--- src/design/command_line_tokenizer_macros.svh ---
// Assertion macros shared by the command line tokenizer RTL.
`ifndef COMMAND_LINE_TOKENIZER_MACROS_SVH
`define COMMAND_LINE_TOKENIZER_MACROS_SVH

// Same-cycle implication, checked on every clock edge outside reset.
`define CLT_ASSERT_IMPL(lbl, ante, cons) \
    lbl: assert property (@(posedge clk) disable iff (!rst_n) (ante) |-> (cons)) \
        else $error("command_line_tokenizer: same-cycle check failed");

// Next-cycle implication, checked on every clock edge outside reset.
`define CLT_ASSERT_NEXT(lbl, ante, cons) \
    lbl: assert property (@(posedge clk) disable iff (!rst_n) (ante) |=> (cons)) \
        else $error("command_line_tokenizer: next-cycle check failed");

`endif

--- src/design/clt_pkg.sv ---
// Types, codes and helpers shared by the command line tokenizer modules.
`default_nettype none

package clt_pkg;

    // Default argument limit and register reset value.
    localparam logic [7:0] DEFAULT_MAX_ARGS = 8'd255;

    // Result queue geometry.
    localparam int RQ_DEPTH = 4;
    localparam int RQ_AW    = $clog2(RQ_DEPTH);
    localparam int RQ_CW    = RQ_AW + 1;

    // Event kinds carried in a result word.
    localparam logic [2:0] K_START = 3'd0;
    localparam logic [2:0] K_CHAR  = 3'd1;
    localparam logic [2:0] K_END   = 3'd2;
    localparam logic [2:0] K_ERROR = 3'd3;
    localparam logic [2:0] K_DONE  = 3'd4;

    // Input operations.
    localparam logic OP_BYTE = 1'b0;
    localparam logic OP_END  = 1'b1;

    // Characters with a special meaning.
    localparam logic [7:0] CH_NUL    = 8'h00;
    localparam logic [7:0] CH_QUOTE  = 8'h22;
    localparam logic [7:0] CH_BSLASH = 8'h5C;

    // Scanner states.
    typedef enum logic [2:0] {
        SC_SKIP  = 3'd0,
        SC_ARG   = 3'd2,
        SC_QUOTE = 3'd3,
        SC_ESC   = 3'd4,
        SC_QESC  = 3'd5
    } scan_t;

    typedef struct packed {
        logic       op;
        logic [7:0] char_in;
    } in_word_t;

    typedef struct packed {
        logic [2:0] kind;
        logic [7:0] char_out;
        logic [7:0] arg_index;
        logic [7:0] arg_total;
        logic       status;
        logic       last;
    } out_word_t;

    // Builds a result word with the last flag clear.
    function automatic out_word_t make_word(input logic [2:0] kind,
                                            input logic [7:0] ch,
                                            input logic [7:0] idx,
                                            input logic [7:0] total,
                                            input logic       status);
        out_word_t w;
        w.kind      = kind;
        w.char_out  = ch;
        w.arg_index = idx;
        w.arg_total = total;
        w.status    = status;
        w.last      = 1'b0;
        return w;
    endfunction

endpackage

`default_nettype wire

--- src/design/clt_rq.sv ---
// Result queue: takes up to two result words a cycle and hands out one.
`default_nettype none

module clt_rq (
    input  wire                  clk,
    input  wire                  rst_n,
    input  wire [1:0]            push_cnt,
    input  clt_pkg::out_word_t   push_word0,
    input  clt_pkg::out_word_t   push_word1,
    output logic                 room,
    output logic                 out_valid,
    input  wire                  out_stall,
    output clt_pkg::out_word_t   out_word,
    output logic [clt_pkg::RQ_CW-1:0] level
);
    import clt_pkg::*;

    out_word_t        mem [RQ_DEPTH];
    logic [RQ_AW-1:0] wr_ptr_reg;
    logic [RQ_AW-1:0] wr_ptr_next;
    logic [RQ_AW-1:0] rd_ptr_reg;
    logic [RQ_AW-1:0] rd_ptr_next;
    logic [RQ_CW-1:0] count_reg;
    logic [RQ_CW-1:0] count_next;
    logic             pop;

    // Handshake towards the output and towards the scanner.
    assign out_valid = (count_reg != '0);
    assign pop       = out_valid && !out_stall;
    assign room      = (count_reg <= RQ_CW'(RQ_DEPTH - 2));
    assign out_word  = mem[rd_ptr_reg];
    assign level     = count_reg;

    // Pointer and fill level update.
    always_comb
    begin
        wr_ptr_next = wr_ptr_reg + RQ_AW'(push_cnt);
        rd_ptr_next = rd_ptr_reg + RQ_AW'(pop);
        count_next  = count_reg + RQ_CW'(push_cnt) - RQ_CW'(pop);
    end

    always_ff @(posedge clk or negedge rst_n)
    begin
        if (!rst_n)
        begin
            wr_ptr_reg <= '0;
            rd_ptr_reg <= '0;
            count_reg  <= '0;
        end
        else
        begin
            wr_ptr_reg <= wr_ptr_next;
            rd_ptr_reg <= rd_ptr_next;
            count_reg  <= count_next;
        end
    end

    // Storage: the second word of a pair lands in the slot after the first.
    always_ff @(posedge clk)
    begin
        if (push_cnt != 2'd0)
        begin
            mem[wr_ptr_reg] <= push_word0;
        end
        if (push_cnt == 2'd2)
        begin
            mem[wr_ptr_reg + RQ_AW'(1)] <= push_word1;
        end
    end

endmodule

`default_nettype wire

--- src/design/clt_scan.sv ---
// Input register, scanner state machine and event decode for one byte.
`default_nettype none

module clt_scan #(
    parameter logic [7:0] MAX_ARGS = clt_pkg::DEFAULT_MAX_ARGS
) (
    input  wire                 clk,
    input  wire                 rst_n,
    input  wire                 in_valid,
    output logic                in_stall,
    input  clt_pkg::in_word_t   in_word,
    input  wire [7:0]           max_args,
    input  wire                 room,
    output logic [1:0]          push_cnt,
    output clt_pkg::out_word_t  push_word0,
    output clt_pkg::out_word_t  push_word1
);
    import clt_pkg::*;

    logic       stage_valid_reg;
    logic       stage_valid_next;
    in_word_t   stage_word_reg;
    scan_t      scan_reg;
    scan_t      scan_next;
    logic [7:0] count_reg;
    logic [7:0] count_next;
    logic       ovf_reg;
    logic       ovf_next;

    logic       accept;
    logic       stage_go;
    logic [7:0] ch;
    logic       is_end;
    logic       is_blank;
    logic       is_quote;
    logic       is_bslash;
    logic       in_arg;
    logic [7:0] limit;
    logic [7:0] cur;
    logic [7:0] count_inc;
    logic       at_limit;
    logic [1:0] num;
    out_word_t  w0;
    out_word_t  w1;

    // Input stage: a held word moves on once the queue has room for a pair.
    assign stage_go  = stage_valid_reg && room;
    assign in_stall  = stage_valid_reg && !room;
    assign accept    = in_valid && !in_stall;

    always_comb
    begin
        stage_valid_next = stage_valid_reg;
        if (accept)
        begin
            stage_valid_next = 1'b1;
        end
        else if (stage_go)
        begin
            stage_valid_next = 1'b0;
        end
    end

    // Classification of the held byte against the current state.
    always_comb
    begin
        ch        = stage_word_reg.char_in;
        is_end    = (stage_word_reg.op == OP_END) || (ch == CH_NUL);
        is_blank  = ch inside {8'h20, [8'h09:8'h0D]};
        is_quote  = (ch == CH_QUOTE);
        is_bslash = (ch == CH_BSLASH);
        in_arg    = scan_reg inside {SC_ARG, SC_QUOTE, SC_ESC, SC_QESC};
        limit     = (max_args < MAX_ARGS) ? max_args : MAX_ARGS;
        cur       = (count_reg != 8'd0) ? (count_reg - 8'd1) : 8'd0;
        count_inc = count_reg + 8'd1;
        at_limit  = (count_reg >= limit);
    end

    // Next state of the scanner.
    always_comb
    begin
        scan_next  = scan_reg;
        count_next = count_reg;
        ovf_next   = ovf_reg;
        if (is_end)
        begin
            scan_next  = SC_SKIP;
            count_next = 8'd0;
            ovf_next   = 1'b0;
        end
        else if (!ovf_reg)
        begin
            case (scan_reg)
                SC_ARG:
                begin
                    if (is_blank)
                    begin
                        scan_next = SC_SKIP;
                    end
                    else if (is_quote)
                    begin
                        scan_next = SC_QUOTE;
                    end
                    else if (is_bslash)
                    begin
                        scan_next = SC_ESC;
                    end
                end
                SC_QUOTE:
                begin
                    if (is_quote)
                    begin
                        scan_next = SC_ARG;
                    end
                    else if (is_bslash)
                    begin
                        scan_next = SC_QESC;
                    end
                end
                SC_ESC:
                begin
                    scan_next = SC_ARG;
                end
                SC_QESC:
                begin
                    scan_next = SC_QUOTE;
                end
                default:
                begin
                    scan_next = SC_SKIP;
                    if (!is_blank)
                    begin
                        if (at_limit)
                        begin
                            ovf_next = 1'b1;
                        end
                        else
                        begin
                            count_next = count_inc;
                            if (is_quote)
                            begin
                                scan_next = SC_QUOTE;
                            end
                            else if (is_bslash)
                            begin
                                scan_next = SC_ESC;
                            end
                            else
                            begin
                                scan_next = SC_ARG;
                            end
                        end
                    end
                end
            endcase
        end
    end

    // Result words produced by the held byte.
    always_comb
    begin
        w0  = '0;
        w1  = '0;
        num = 2'd0;
        if (is_end)
        begin
            if (!ovf_reg && in_arg)
            begin
                w0  = make_word(K_END, 8'd0, cur, count_reg, ovf_reg);
                w1  = make_word(K_DONE, 8'd0, 8'd0, count_reg, ovf_reg);
                num = 2'd2;
            end
            else
            begin
                w0  = make_word(K_DONE, 8'd0, 8'd0, count_reg, ovf_reg);
                num = 2'd1;
            end
        end
        else if (!ovf_reg)
        begin
            case (scan_reg)
                SC_ARG:
                begin
                    if (is_blank)
                    begin
                        w0  = make_word(K_END, 8'd0, cur, count_reg, 1'b0);
                        num = 2'd1;
                    end
                    else if (!is_quote && !is_bslash)
                    begin
                        w0  = make_word(K_CHAR, ch, cur, count_reg, 1'b0);
                        num = 2'd1;
                    end
                end
                SC_QUOTE:
                begin
                    if (!is_quote && !is_bslash)
                    begin
                        w0  = make_word(K_CHAR, ch, cur, count_reg, 1'b0);
                        num = 2'd1;
                    end
                end
                SC_ESC, SC_QESC:
                begin
                    w0  = make_word(K_CHAR, ch, cur, count_reg, 1'b0);
                    num = 2'd1;
                end
                default:
                begin
                    if (!is_blank)
                    begin
                        if (at_limit)
                        begin
                            w0  = make_word(K_ERROR, 8'd0, count_reg, count_reg, 1'b1);
                            num = 2'd1;
                        end
                        else
                        begin
                            w0  = make_word(K_START, 8'd0, count_reg, count_inc, 1'b0);
                            num = 2'd1;
                            if (!is_quote && !is_bslash)
                            begin
                                w1  = make_word(K_CHAR, ch, count_reg, count_inc, 1'b0);
                                num = 2'd2;
                            end
                        end
                    end
                end
            endcase
        end

        // Mark the final word of this byte.
        if (num == 2'd1)
        begin
            w0.last = 1'b1;
        end
        if (num == 2'd2)
        begin
            w1.last = 1'b1;
        end
    end

    assign push_cnt   = stage_go ? num : 2'd0;
    assign push_word0 = w0;
    assign push_word1 = w1;

    // Control state.
    always_ff @(posedge clk or negedge rst_n)
    begin
        if (!rst_n)
        begin
            stage_valid_reg <= 1'b0;
            scan_reg        <= SC_SKIP;
            count_reg       <= 8'd0;
            ovf_reg         <= 1'b0;
        end
        else
        begin
            stage_valid_reg <= stage_valid_next;
            if (stage_go)
            begin
                scan_reg  <= scan_next;
                count_reg <= count_next;
                ovf_reg   <= ovf_next;
            end
        end
    end

    // Held input word.
    always_ff @(posedge clk)
    begin
        if (accept)
        begin
            stage_word_reg <= in_word;
        end
    end

endmodule

`default_nettype wire

--- src/design/command_line_tokenizer.sv ---
// Command line tokenizer top level: splits a byte string into arguments and reports
// each one as a stream of event words (argument start, kept character, argument end,
// too-many error, done). Whitespace separates arguments, double quotes keep whitespace,
// a backslash makes the next byte literal, and quotes and escaping backslashes are
// dropped. An end word, or a zero byte, closes any open argument and reports the count
// and status, then rearms the scanner. One byte is taken per cycle unless the input
// stalls: it is held in an input register, decoded from it by the scanner state machine,
// and its zero, one or two event words enter a four-word result queue, which offers
// them on the output. The output side takes one word per cycle while out_stall is low,
// so a byte that both opens an argument and keeps a character yields two words;
// a held byte waits, and the input stalls, while the queue holds more than two words.
// The register max_args (reset 255) limits the argument count together with MAX_ARGS.
`default_nettype none
`include "command_line_tokenizer_macros.svh"

module command_line_tokenizer #(
    parameter logic [7:0] MAX_ARGS = clt_pkg::DEFAULT_MAX_ARGS
) (
    input  wire                 clk,
    input  wire                 rst_n,
    input  wire                 in_valid,
    output logic                in_stall,
    input  clt_pkg::in_word_t   in_word,
    output logic                out_valid,
    input  wire                 out_stall,
    output clt_pkg::out_word_t  out_word,
    input  wire                 cfg_we,
    input  wire [7:0]           cfg_data
);
    import clt_pkg::*;

    logic [7:0]       max_args_reg;
    logic [1:0]       push_cnt;
    out_word_t        push_word0;
    out_word_t        push_word1;
    logic             room;
    logic [RQ_CW-1:0] level;

    // Configuration register.
    always_ff @(posedge clk or negedge rst_n)
    begin
        if (!rst_n)
        begin
            max_args_reg <= DEFAULT_MAX_ARGS;
        end
        else if (cfg_we)
        begin
            max_args_reg <= cfg_data;
        end
    end

    // Scanner: input register, state machine and event decode.
    clt_scan #(
        .MAX_ARGS (MAX_ARGS)
    ) u_scan (
        .clk        (clk),
        .rst_n      (rst_n),
        .in_valid   (in_valid),
        .in_stall   (in_stall),
        .in_word    (in_word),
        .max_args   (max_args_reg),
        .room       (room),
        .push_cnt   (push_cnt),
        .push_word0 (push_word0),
        .push_word1 (push_word1)
    );

    // Result queue towards the output channel.
    clt_rq u_rq (
        .clk        (clk),
        .rst_n      (rst_n),
        .push_cnt   (push_cnt),
        .push_word0 (push_word0),
        .push_word1 (push_word1),
        .room       (room),
        .out_valid  (out_valid),
        .out_stall  (out_stall),
        .out_word   (out_word),
        .level      (level)
    );

    // A pair of words is always a start followed by a character, or an end followed by done.
    `CLT_ASSERT_IMPL(a_pair_order, push_cnt == 2'd2, (push_word0.kind == K_START && push_word1.kind == K_CHAR) || (push_word0.kind == K_END && push_word1.kind == K_DONE))
    // Only the second word of a pair carries the last flag.
    `CLT_ASSERT_IMPL(a_pair_last, push_cnt == 2'd2, !push_word0.last && push_word1.last)
    // An error word always reports the overflow status and ends its byte.
    `CLT_ASSERT_IMPL(a_error_word, out_valid && out_word.kind == K_ERROR, out_word.status && out_word.last)
    // The queue never overfills.
    `CLT_ASSERT_NEXT(a_queue_bound, push_cnt != 2'd0, level <= RQ_CW'(RQ_DEPTH))

endmodule

`default_nettype wire
--- config.mk ---
export PLATFORM = sky130hd
export DESIGN_NAME = command_line_tokenizer
export DESIGN_NICKNAME = d
export VERILOG_FILES = /design/src/design/clt_pkg.sv /design/src/design/clt_rq.sv /design/src/design/clt_scan.sv /design/src/design/command_line_tokenizer.sv
export VERILOG_INCLUDE_DIRS = /design/src /design/src/design
export SDC_FILE = /design/constraint.sdc
export NUM_CORES = 1
export LEC_CHECK = 0
export ABC_AREA = 0
export BUFFER_PORTS_ARGS = -buffer_cell sky130_fd_sc_hd__buf_2
export CAP_MARGIN = 20
export CELL_PAD_IN_SITES_DETAIL_PLACEMENT = 1
export CELL_PAD_IN_SITES_GLOBAL_PLACEMENT = 1
export CORE_UTILIZATION = 51
export DETAILED_ROUTE_END_ITERATION = 12
export PLACE_DENSITY = 0.81
export SLEW_MARGIN = 30
export SYNTH_ARGS = -nofsm -noshare
export SYNTH_HDL_FRONTEND = slang
export SYNTH_SLANG_ARGS = --single-unit
export TNS_END_PERCENT = 30
--- constraint.sdc ---
create_clock -name clk -period 6.4 [get_ports clk]
set_input_delay 0.32 -clock clk [delete_from_list [all_inputs] [get_ports clk]]
set_output_delay 0.32 -clock clk [all_outputs]
set_load 0.005 [all_outputs]
; Word-level counts from Yosys, hierarchy flattened
; Memory sizes are Yosys's and may differ from the RTL's.
; Cells that the tools add are included.
[word_totals]
register_bits = 37
mem_bits_rw = 116
memories = 1
[memory_table]
columns = memory, words, word_bits, read_ports, rd_clocked_by_memory_dff, wr, line
row1 = u_rq.mem, 4, 29, 1, 0, 2, clt_rq.sv:18  ; out_word_t mem [RQ_DEPTH];
[op_classes]
addsub = 7
n_lt_le_gt_ge = 5
eq_ne = 16
n_mux = 57
reduce_logical = 25
[op_table]
columns = cell, count
row1 = 2-to-1 mux 29 bit, 11
row2 = case mux 29 bit (3 select lines), 1
row3 = 2-to-1 mux 8 bit, 7
row4 = 2-to-1 mux 27 bit, 2
row5 = 2-to-1 mux 3 bit, 11
row6 = 2-to-1 mux 28 bit, 1
row7 = "equality test 8 x 6 -> 1 bit, second input constant", 2
row8 = 2-to-1 mux 2 bit, 8
row9 = 2-to-1 mux 1 bit, 14
row10 = case mux 3 bit (4 select lines), 1
row11 = "adder 8 x 1 -> 8 bit, second input constant", 1
row12 = "equality test 8 x 7 -> 1 bit, second input constant", 1
row13 = ">= comparator 8 x 4 -> 1 bit, second input constant", 1
row14 = >= comparator 8 bit, 1
row15 = "less-or-equal comparator 8 x 4 -> 1 bit, second input constant", 1
row16 = logical NOT 8 bit, 1
row17 = "< comparator 8 bit, second input constant", 1
row18 = nonzero test 8 bit, 1
row19 = "subtractor 8 x 1 -> 8 bit, second input constant", 1
row20 = logical AND 1 bit, 7
row21 = "equality test 3 x 2 -> 1 bit, second input constant", 2
row22 = "equality test 3 bit, second input constant", 2
row23 = logical NOT 1 bit, 6
row24 = "inequality test 2 x 1 -> 1 bit, second input constant", 3
row25 = other kinds (20), 23

; Logic depth before layout (Yosys ltp)
[depth]
word_depth = 13
ltp_mapped = 15
depth_no_buf = 13

; Modules after synthesis
; A second synthesis with hierarchy kept.
[unflattened]
cells_unflattened = 651
hier_area_um2 = 8817.2
[modules_own_cells]
columns = mod, instances, cells_each, area_each_um2
row1 = clt_rq, 1, 322, 6098.3
row2 = clt_scan, 1, 312, 2377.3
row3 = command_line_tokenizer, 1, 17, 341.6

; Least setup slack after synthesis
; No wires, ideal clock.
[synth_path]
path_type = register to register
start = reg max_args_reg[2]
end = mem u_rq.mem[1][0] in the netlist's numbering (enable)
setup_time_ns = 0.385
t_arrival_ns = 2.940
required_ns = 6.015
setup_slack_ns = 3.074
stages_incl_launch_ff = 10
period_less_slack_ns = 3.326
path_cell_list = dfstp_2 -> inv_1 -> ha_1 -> a211oi_1 -> o21ai_0 -> a211o_1 -> nor4_4 -> o21ai_1 -> buf_2 -> nand2_1
[synth_lines]
columns = item, line
row1 = start: declaration, command_line_tokenizer.sv:32  ; logic [7:0] max_args_reg;
row2 = start signal: assignment, command_line_tokenizer.sv:48  ; max_args_reg <= cfg_data;
row3 = end: declaration, clt_rq.sv:18

==> flow_metrics.py <==
metrics = {
    "grt": {
        "grt_max_degree": 31,
        "grt_first_pass_wirelength_microns": 38500,
        "antenna_violations_before_repair": 0,
        "track_usage_pct": 31.4,
        "globalRouteOverflowTotal": 0,
        "grt_pass1_vias": 6508,
    },
    "sta": {
        "clock_skew_ns": 0.00681,
        "finalWorstPathRequiredPeriod_ns": 4.26,
        "setup-violations-final": 0,
        "period_share_pct": 66.5,
        "relSlewSlack_pct": 39.7,
        "grt_setup_unrepaired": "no",
        "tightestPinTransition_ns": 0.898,
        "hold_viol": 0,
        "setup_tns_after_final_layout_ns": 0,
        "timing.fmax_mhz": 235,
        "maxSlewViolCount": 0,
    },
    "critical_path": {
        "number_of_buffer_and_inverter_instances_along_the_worst_setup_path": 3,
        "path_common_cell": "sky130_fd_sc_hd__buf_4",
        "cp_max_fo": 22,
        "cp-start-kind": "register",
        "critPathMaxStageDelay_ns": 0.72,
        "timing.critical_path.slowest_stage_cell": "sky130_fd_sc_hd__dfrtp_1",
        "cp_cell_instances": "inv_1, ha_1, nor2b_1, o21ai_0, a211o_1, nor4_4, buf_4, o21ai_1, nand2_2, buf_4",
        "worstSetupPathType": "register to register",
        "critical_path_data_required_time_ns": 6.60,
        "critPathCaptureType": "register",
        "timing.critical_path.arrival_ns": 4.45,
        "cpLargestDelayFamily": "compound AO/OA/AOI/OAI gates",
    },
    "detailed_routing": {
        "detailedRoute.firstIterationViolations": 636,
        "vias_cell": 6.63,
        "drt_first_pass_iters": 5,
        "detailroute.via_count": 6347,
        "route.detailed.wl_per_inst_microns": 25.7,
        "drcViolationCount": 0,
        "drt_wl_total_microns": 24600,
        "detail-route-antenna-nets": 0,
    },
    "run_status": {
        "status": "finished clean",
    },
    "layout": {
        "final_layout_size_suffix_gt1_share_pct": 21.6,
        "design.final.nets": 767,
        "antenna_cells_inserted": 0,
        "syn2layout_area_growth_pct": 11.8,
        "largest_register_ff_count": 116,
        "largest_register": "u_rq.mem",
    },
    "yosys": {
        "ys.warnings.count": 0,
        "async_reset_ff_share_pct": 18.3,
        "postSynthRegisterBits": 153,
        "synth_edf_count": 121,
        "synth_ff_type": "sky130_fd_sc_hd__edfxtp_1",
        "register_area_share_after_synthesis_pct": 53.6,
        "postSynthCellCount": 691,
        "synth_fp_nets": 730,
        "synth_area_per_cell_sq_um": 11.9,
        "unique_cell_type_count_in_the_yosys_netlist": 74,
        "post_synth_instance_area_sq_mm": 0.00825,
    },
    "power": {
        "power.density_mw_per_mm2": 493,
        "ir_worst_vdd_uv": 324,
        "fin_total_pwr_mw": 4.55,
        "cellLeakagePower_nw": 3.31,
    },
    "floorplan": {
        "initial_utilization_pct": 52.1,
        "floorplan.die.height_microns": 129,
        "placeableCoreArea_sq_mm": 0.0158,
        "ios": 53,
        "die_w_microns": 129,
        "row_count": 46,
        "dieArea_sq_mm": 0.0167,
    },
    "cts": {
        "htree_levels": 4,
        "tritoncts_num_sinks": 153,
        "clk-insertion-delay-late_ns": 0.44,
        "ctsRootBufferMaster": "sky130_fd_sc_hd__clkbuf_16",
        "clkTransAtPathRegs_ns": 0.07,
        "cts_buffers": 17,
        "cts_resized": 0,
        "tritoncts": "done",
        "clk_path_buf_depth": 2,
    },
    "placement": {
        "buffer_ports.inserted": 52,
        "detailed_place_hpwl_microns": 16800,
        "routabilityCongestion": 0.914,
    },
    "worst_hold_path": {
        "min-delay-path-class": "primary input to register",
    },
    "flow_run": {
        "max-cap-violations": 0,
    },
}
-- layout by cell type, fill, tap and decap left out, types with 7 or more instances in the layout --
cell / count
sky130_fd_sc_hd__edfxtp_1: 121
sky130_fd_sc_hd__nand2_1: 56
sky130_fd_sc_hd__buf_2: 52
sky130_fd_sc_hd__o22ai_1: 41
sky130_fd_sc_hd__nor2_1: 37
sky130_fd_sc_hd__o21ai_0: 32
sky130_fd_sc_hd__a21oi_1: 29
sky130_fd_sc_hd__and2_1: 29
sky130_fd_sc_hd__mux4_2: 29
sky130_fd_sc_hd__dfrtp_1: 19
sky130_fd_sc_hd__nand3_1: 17
sky130_fd_sc_hd__clkbuf_16: 17
sky130_fd_sc_hd__ha_1: 16
sky130_fd_sc_hd__inv_1: 15
sky130_fd_sc_hd__xnor2_1: 13
sky130_fd_sc_hd__a22o_1: 13
sky130_fd_sc_hd__nor3_1: 10
sky130_fd_sc_hd__buf_4: 10
sky130_fd_sc_hd__a21o_1: 9
sky130_fd_sc_hd__and3_1: 9
sky130_fd_sc_hd__o32ai_1: 8
sky130_fd_sc_hd__dfstp_2: 8
sky130_fd_sc_hd__o21ai_1: 7
sky130_fd_sc_hd__a22oi_1: 7
sky130_fd_sc_hd__o31ai_1: 7
-- worst register-to-register path: stages (launching register included) --
cell and delay (ns):
sky130_fd_sc_hd__dfrtp_1 0.72, sky130_fd_sc_hd__inv_1 0.24, sky130_fd_sc_hd__ha_1 0.35, sky130_fd_sc_hd__nor2b_1 0.05, sky130_fd_sc_hd__o21ai_0 0.44, sky130_fd_sc_hd__a211o_1 0.31
sky130_fd_sc_hd__nor4_4 0.06, sky130_fd_sc_hd__buf_4 0.22, sky130_fd_sc_hd__o21ai_1 0.72, sky130_fd_sc_hd__nand2_2 0.56, sky130_fd_sc_hd__buf_4 0.35
-- final timing paths --
kind / depth (start not counted) / endpoint / slack, ns / start
min: 1 / u_scan.ch[1] / 0.05 / in_word[1]
max reg2reg: 10 / u_rq.mem[2][20] / 2.14 / u_scan.count_reg[0]
min reg2reg: 2 / u_rq.mem[3][27] / 0.48 / u_rq.mem[3][27]
max in group asynchronous: 2 / u_rq.rd_ptr_reg[0] / 5.51 / rst_n
min in group asynchronous: 2 / u_rq.rd_ptr_reg[1] / 0.43 / rst_n
max: 10 / u_rq.mem[2][20] / 2.14 / u_scan.count_reg[0]
-- power by group --
part           leakage, nW  internal, mW  total, mW  switching (mW)
logic                 1.53         0.708       1.90            1.19
clock network        0.267         0.510      0.974           0.464
registers             1.51          1.43       1.68           0.242
-- synth_stat cells (all sizes together), types with 6 or more instances --
| library cell | count | area share [%] |
|---|---|---|
| edfxtp | 121 | 44 |
| nand2 | 60 | 2.8 |
| o21ai | 46 | 3.3 |
| o22ai | 41 | 3.1 |
| nor2 | 37 | 1.7 |
| a21oi | 31 | 2.0 |
| and2 | 30 | 2.3 |
| mux4 | 29 | 7.9 |
| clkbuf | 27 | 1.2 |
| dfrtp | 20 | 6.1 |
| buf | 18 | 1.5 |
| nand3 | 17 | 1.0 |
| ha | 16 | 2.4 |
| inv | 15 | 0.68 |
| a22o | 13 | 1.4 |
| xnor2 | 13 | 1.4 |
| nor3 | 11 | 0.73 |
| a21o | 10 | 1.0 |
| a22oi | 9 | 0.94 |
| and3 | 9 | 0.68 |
| a211oi | 8 | 0.85 |
| dfstp | 8 | 2.5 |
| o32ai | 8 | 0.85 |
| o31ai | 7 | 0.64 |
| nand2b | 6 | 0.45 |
| o211ai | 6 | 0.55 |
| or2 | 6 | 0.45 |
-- metal layers --
metal / vias to the layer above / track usage, % / wire length (microns)
met4: 0 / 12.5 / 610
met1: 3233 / 42.7 / 10400
li1: 2758 / - / -
met3: 58 / 5.95 / 1680
met5: - / 0 / 0
met2: 298 / 50.0 / 11900
-- timing repair --
action	CTS	global route
hold endpoints to repair	20	0
hold buffers	1	0
setup buffers	0	0
-- area by class of cell --
cell class | instances | area [sq um]
Clock inverter | 15 | 136
Inverter | 16 | 60.1
Clock buffer | 17 | 425
Multi-Input combinational cell | 477 | 3560
Timing Repair Buffer | 63 | 345
Sequential cell | 153 | 4430
Tap cell | 216 | 270
Fill cell | 1644 | 6600
-- per-stage QoR --
step,instance area (sq um),hold WS [ns],worst slack (ns),cells,util [%]
6_report,9230,0.0506,2.14,957,58.3
5_1_grt,9230,0.0509,1.90,957,58.3
4_1_cts,9210,0.0473,1.65,957,58.2
3_5_place_dp,8640,0.384,1.70,924,54.6
3_3_place_gp,8640,0.363,1.82,924,54.6
2_1_floorplan,8250,0.0244,3.07,691,-
-- cells by family after synthesis --
| kind of cell | synth area share (%) |
|---|---|
| AO/OA/AOI/OAI | 17.5 |
| AND/OR/NAND/NOR | 12.4 |
| flip-flops | 53.6 |
| buffers and inverters | 3.43 |
| multiplexers | 8.46 |
| XOR/XNOR | 1.91 |
| adder cells (fa/ha/maj) | 2.67 |
(Power assumes the default switching activity.)
